--- src/lbc_pkg.sv ---
// Shared constants for the line clipper: default width, register indexes and window reset values.
`timescale 1ns / 1ps
package lbc_pkg;

    localparam int COORD_BITS_DEF = 12;

    // configuration register indexes
    localparam int CFG_ADDR_W = 2;
    localparam logic [CFG_ADDR_W-1:0] REG_LEFT   = 2'd0;
    localparam logic [CFG_ADDR_W-1:0] REG_RIGHT  = 2'd1;
    localparam logic [CFG_ADDR_W-1:0] REG_BOTTOM = 2'd2;
    localparam logic [CFG_ADDR_W-1:0] REG_TOP    = 2'd3;

    // window reset values
    localparam int LEFT_RST   = 0;
    localparam int RIGHT_RST  = 1023;
    localparam int BOTTOM_RST = 0;
    localparam int TOP_RST    = 719;

endpackage

--- src/lbc_div.sv ---
// Pipelined restoring divider, one quotient bit per stage, truncating toward zero.
`timescale 1ns / 1ps
module lbc_div import lbc_pkg::*; #(
    parameter int COORD_BITS = COORD_BITS_DEF
) (
    input  logic                           aclk,
    input  logic [COORD_BITS:0]            en,    // per-stage load enable
    input  logic signed [2*COORD_BITS+2:0] num,
    input  logic [COORD_BITS-1:0]          den,   // positive
    output logic signed [COORD_BITS-1:0]   quo
);
    localparam int W  = COORD_BITS;
    localparam int NW = 2 * COORD_BITS + 3;

    logic [NW-1:0] rem_reg [0:W];
    logic [W-1:0]  quo_reg [0:W];
    logic [W-1:0]  den_reg [0:W];
    logic          neg_reg [0:W];

    // stage 0: split off the sign
    always_ff @(posedge aclk) begin
        if (en[0]) begin
            neg_reg[0] <= num[NW-1];
            rem_reg[0] <= num[NW-1] ? NW'(-num) : NW'(num);
            den_reg[0] <= den;
            quo_reg[0] <= '0;
        end
    end

    for (genvar k = 1; k <= W; k++) begin : g_step
        localparam int B = W - k;
        logic [NW-1:0] dsh;
        logic          ge;
        logic [W-1:0]  q_next;
        always_comb begin
            dsh       = NW'(den_reg[k-1]) << B;
            ge        = rem_reg[k-1] >= dsh;
            q_next    = quo_reg[k-1];
            q_next[B] = ge;
        end
        always_ff @(posedge aclk) begin
            if (en[k]) begin
                rem_reg[k] <= ge ? rem_reg[k-1] - dsh : rem_reg[k-1];
                quo_reg[k] <= q_next;
                den_reg[k] <= den_reg[k-1];
                neg_reg[k] <= neg_reg[k-1];
            end
        end
    end

    assign quo = neg_reg[W] ? W'(-quo_reg[W]) : quo_reg[W];

endmodule

--- config.mk ---
export PLATFORM = sky130hd
export DESIGN_NAME = lbc_div
export DESIGN_NICKNAME = d
export VERILOG_FILES = /design/src/lbc_pkg.sv /design/src/lbc_div.sv
export SDC_FILE = /design/constraint.sdc
export NUM_CORES = 1
export LEC_CHECK = 0
export ABC_AREA = 1
export BUFFER_PORTS_ARGS = -buffer_cell sky130_fd_sc_hd__buf_2
export CAP_MARGIN = 20
export CORE_AREA = 2 2 231 233
export DETAILED_ROUTE_END_ITERATION = 8
export DIE_AREA = 0 0 233 235
export PLACE_DENSITY_LB_ADDON = 0.12
export SYNTH_ARGS = -nofsm -noshare
export SYNTH_HDL_FRONTEND = slang
export SYNTH_SLANG_ARGS = --single-unit
--- constraint.sdc ---
create_clock -name aclk -period 2.89 [get_ports aclk]
set_clock_uncertainty 0.15 [all_clocks]
set_input_delay 0.4335 -clock aclk [delete_from_list [all_inputs] [get_ports aclk]]
set_output_delay 0.4335 -clock aclk [all_outputs]
set_load 0.01 [all_outputs]
=== Yosys cells after proc, flatten, opt, wreduce, memory -nomap -nowiden ===
Memory sizes are Yosys's and may differ from the RTL's.
Cells that the tools add are included.

* Logic and storage cells: 70
* Input port bits: 53
* Output and inout port bits: 12
* Bits in registers: 0
* RAM bits: 676
* Memories kept: 4

{| class="wikitable"
|+ Memories
! memory !! depth !! width !! rd ports !! clocked after Yosys merged registers in !! wr ports !! line !! source
|-
| rem_reg || 13 || 27 || 12 || 0 || 13 || lbc_div.sv:15 || <nowiki>logic [NW-1:0] rem_reg [0:W];</nowiki>
|-
| den_reg || 13 || 12 || 12 || 0 || 13 || lbc_div.sv:17 || <nowiki>logic [W-1:0] den_reg [0:W];</nowiki>
|-
| quo_reg || 13 || 12 || 13 || 0 || 13 || lbc_div.sv:16 || <nowiki>logic [W-1:0] quo_reg [0:W];</nowiki>
|-
| neg_reg || 13 || 1 || 13 || 0 || 13 || lbc_div.sv:18 || <nowiki>logic neg_reg [0:W];</nowiki>
|}

* Muxes and demuxes: 40
* Add/sub/neg operators: 14
* $lt $le $gt $ge: 12

{| class="wikitable"
|+ Operators by type and width
! operator !! count
|-
| 2-to-1 mux 27 bit || 13
|-
| >= comparator 27 x 12 -> 1 bit || 1
|-
| >= comparator 27 x 13 -> 1 bit || 1
|-
| >= comparator 27 x 14 -> 1 bit || 1
|-
| >= comparator 27 x 15 -> 1 bit || 1
|-
| >= comparator 27 x 16 -> 1 bit || 1
|-
| >= comparator 27 x 17 -> 1 bit || 1
|-
| >= comparator 27 x 18 -> 1 bit || 1
|-
| >= comparator 27 x 19 -> 1 bit || 1
|-
| >= comparator 27 x 20 -> 1 bit || 1
|-
| >= comparator 27 x 21 -> 1 bit || 1
|-
| >= comparator 27 x 22 -> 1 bit || 1
|-
| >= comparator 27 x 23 -> 1 bit || 1
|-
| negation 27 bit || 1
|-
| subtractor 27 x 12 -> 27 bit || 1
|-
| subtractor 27 x 13 -> 27 bit || 1
|-
| subtractor 27 x 14 -> 27 bit || 1
|-
| subtractor 27 x 15 -> 27 bit || 1
|-
| subtractor 27 x 16 -> 27 bit || 1
|-
| subtractor 27 x 17 -> 27 bit || 1
|-
| subtractor 27 x 18 -> 27 bit || 1
|-
| subtractor 27 x 19 -> 27 bit || 1
|-
| subtractor 27 x 20 -> 27 bit || 1
|-
| subtractor 27 x 21 -> 27 bit || 1
|-
| 5 further kinds || 30
|}

=== Depth between registers and ports, before layout ===
An unclocked memory read counts as a cell.

* Depth after elaboration: 3
* Gate-level depth with buffers: 15
* Depth with buffers taken out: 14

=== Worst setup path before layout ===
OpenSTA, ideal clock, no wires.

* Kind: reg2reg
* Start point: mem den_reg[6][0] (netlist name)
* End point: mem rem_reg[0][205] (netlist name) (data pin)
* Path slack: 548 ps
* Data arrival time: 1939 ps
* Data required time: 2486 ps
* Setup time: 254 ps
* Cell stages (with the launch flop): 15
* Cells stage by stage: edfxtp_1 ha_1 fa_1 inv_1 nand3_1 nand3_2 nand2_1 nand2_1 nand2_1 nand2_1 nor2_2 buf_6 buf_12 nand2_1 nand2_1

{| class="wikitable"
|+ RTL lines
! item !! line
|-
| start, declared || lbc_div.sv:17
|-
| end, declared || lbc_div.sv:15
|}

==> impl_metrics.py <==
metrics = {
    "setup_path": {
        "reg2reg_from": "rem_reg[0][167]",
        "path_max_fanout": 2,
        "crit_type": "reg -> out",
        "reg2regPathDepth": 13,
        "r2r-end": "rem_reg[0][210]",
        "reg2reg_slack_ns": 0.18,
        "endpoint_kind": "output pin",
        "start_kind": "register",
        "cp.arrival_ns": 2.17,
        "required_ns": 2.31,
    },
    "floorplanning": {
        "fp.coreArea_sq_um": 52200,
        "die_x_um": 233,
        "die_height_um": 235,
        "rows": 84,
        "ios": 65,
        "initial_core_util_pct": 63.6,
        "die_area_sq_um": 54800,
    },
    "finish": {
        "layout_commonest_cell": "nand2_1",
        "largest_reg_flops": 324,
        "synthToLayoutAreaGrowth_pct": 11.0,
        "num-nets-final": 4404,
        "fill_cells": 4139,
        "drive_gt1_share_pct": 6.20,
        "layout_common_cells": "nand2_1 (1410), inv_1 (680), edfxtp_1 (559), nor2_1 (395), nand3_1 (247)",
        "design_area_sq_um": 36900,
        "antennaDiodeCount": 0,
    },
    "run_status": {
        "outcome": "finished, final reports clean",
    },
    "place": {
        "portBuffers": 64,
        "dp_hpwl_mm": 63.9,
        "post-place-ws_ns": -0.0564,
        "place_area_sq_um": 34600,
        "place_congestion": 0.966,
    },
    "synth": {
        "async_flop_share_pct": 0,
        "synth_edf_count": 559,
        "yosys-top-cells-area": "edfxtp_1 (51%), nand2_1 (16%), inv_1 (7.7%)",
        "synth_top_area_cell": "edfxtp_1",
        "synth_nets": 4237,
        "syn_area_sq_um": 33200,
        "yosys_register_bits": 559,
        "syn_inst": 4027,
        "netlist.area_leader.share_pct": 50.5,
        "synth.distinct_cells": 49,
        "yosysWarningCount": 0,
        "ys.flop_type": "edfxtp_1",
        "avgSynthCellArea_sq_um": 8.25,
        "yosysSeqAreaShare_pct": 50.5,
    },
    "global_route": {
        "grt-ovfl-total": 0,
        "track_usage_pct": 30.7,
        "grt_pass1_vias": 25400,
        "grt_max_degree": 50,
        "grt_pass1_wl_mm": 132,
        "antenna_found_initial": 0,
    },
    "timing": {
        "hold_ws_ns": 0.0427,
        "layout_min_cycle_time_ns": 2.75,
        "slew_headroom_pct": 38.9,
        "fmax_ghz": 0.364,
        "maxSlewViolCount": 0,
        "fin_crit_sh_pct": 95.1,
        "worst_slack_ns": 0.141,
        "setup_viol": 0,
        "timing.final.hold_violations": 0,
        "worst_pin_slew_ns": 0.916,
    },
    "clock_network": {
        "post_cts_buffers": 0,
        "cts_max_level": 2,
        "clk_pin_slew_ns": 0.07,
        "clkLatencyLatePin_ns": 0.64,
        "root_buffer": "clkbuf_16",
        "cts_buffers": 60,
        "cts_buffer_depth": 3,
        "cts_tree": "yes",
        "cts.sinks": 559,
    },
    "power": {
        "max-vdd-ir-drop_mv": 0.630,
        "p_total_mw": 29.8,
        "powerDensity_nw_per_um2": 808,
        "p_leak_nw": 17.2,
    },
    "routing": {
        "first_iter_violations": 2403,
        "routed_wl_mm": 83.1,
        "vias": 26500,
        "dr.pass1.iters": 6,
        "drc": 0,
        "antenna_left": 0,
        "via_per_inst": 5.37,
        "wl_per_cell_um": 16.8,
    },
    "worst_hold_path": {
        "min_to": "quo_reg[1][51]",
        "hold-path-cell-count": 1,
        "hp-class": "in -> reg",
        "hold_start": "en[12]",
    },
    "flow_run": {
        "cap_violations": 0,
    },
}
[final cells by class]
| type | instances | area, sq um | share of cell area [%] |
|---|---|---|---|
| flip-flops and latches | 559 | 16800 | 45.5 |
| multi-input cells | 2743 | 13600 | 36.9 |
| inverters | 690 | 2590 | 7.03 |
| clock buffers | 68 | 1530 | 4.15 |
| repair buffers | 140 | 996 | 2.70 |
| well taps | 688 | 861 | 2.33 |
| clock inverters | 44 | 492 | 1.33 |
[metal layers]
metal | vias up | track usage (%) | routed length [um]
met5 | - | 0 | 0
met3 | 157 | 3.73 | 4950
met4 | 0 | 8.67 | 2400
met2 | 883 | 52.3 | 40100
met1 | 12200 | 41.4 | 35600
li1 | 13300 | - | -
[worst max path at each step]
stage	slack [ns]	startpoint	end	cells after the start
2_1_floorplan	0.55	den_reg[6][0]	rem_reg[0][205]	14
3_3_place_gp	0.07	rem_reg[0][167]	rem_reg[0][211]	13
3_5_place_dp	-0.06	rem_reg[0][167]	rem_reg[0][210]	13
4_1_cts	0.06	quo_reg[1][48]	quo[10]	8
5_1_grt	-0.05	quo_reg[1][48]	quo[10]	8
6_report	0.14	quo_reg[1][48]	quo[10]	8
[metrics by stage]
step / utilization [%] / std cells / TNS [ns]
finish: 70.6 / 4932 / 0
global route: 70.6 / 4932 / -0.0527
CTS: 70.6 / 4932 / 0
detailed placement: 66.2 / 4793 / -0.372
global placement: 66.2 / 4793 / 0
floorplan: - / 4027 / 0
[power breakdown]
| group | internal (mW) | switching [mW] | leakage (nW) |
|---|---|---|---|
| Combinational | 3.47 | 6.50 | 10.9 |
| Sequential | 10.8 | 1.10 | 5.38 |
| Clock | 4.55 | 3.35 | 0.974 |
| Total | 18.8 | 11.0 | 17.2 |
[synthesized netlist by cell type, types with 14 or more instances]
| cell | number |
|---|---|
| nand2_1 | 1410 |
| inv_1 | 680 |
| edfxtp_1 | 559 |
| nor2_1 | 395 |
| nand3_1 | 248 |
| ha_1 | 146 |
| a21oi_1 | 109 |
| xor2_1 | 89 |
| nand4_1 | 66 |
| o21ai_0 | 61 |
| nand3b_1 | 40 |
| xnor2_1 | 33 |
| nor3_1 | 31 |
| o21ai_1 | 20 |
| a21oi_2 | 14 |
[cells by family (layout without fill, tap and decap cells)]
group / Yosys count / in the layout / share of synthesized area, %
AND/OR/NAND/NOR: 2245 / 2245 / 28.0
buffers and inverters: 725 / 942 / 8.56
AO/OA/AOI/OAI: 219 / 219 / 3.57
flip-flops: 559 / 559 / 50.5
XOR/XNOR: 122 / 122 / 3.22
adder cells (fa/ha/maj): 157 / 157 / 6.16
[worst max-delay path, cell delays in order, from the launching register on]
cell and delay [ns]:
edfxtp_1 0.40, inv_1 0.09, ha_1 0.17, nand3_1 0.14, nor3_2 0.17, nand3_1 0.12
o21ai_1 0.16, xnor2_1 0.13, buf_2 0.15
[repair_timing]
action / CTS / global route
setup endpoints to repair: 11 / 12
gates cloned: 0 / 0
hold buffers: 27 / 0
gates resized for setup: 1 / 5
pin swaps: 0 / 1
hold endpoints to repair: 27 / 0
Power figures use the tool's default switching activity.
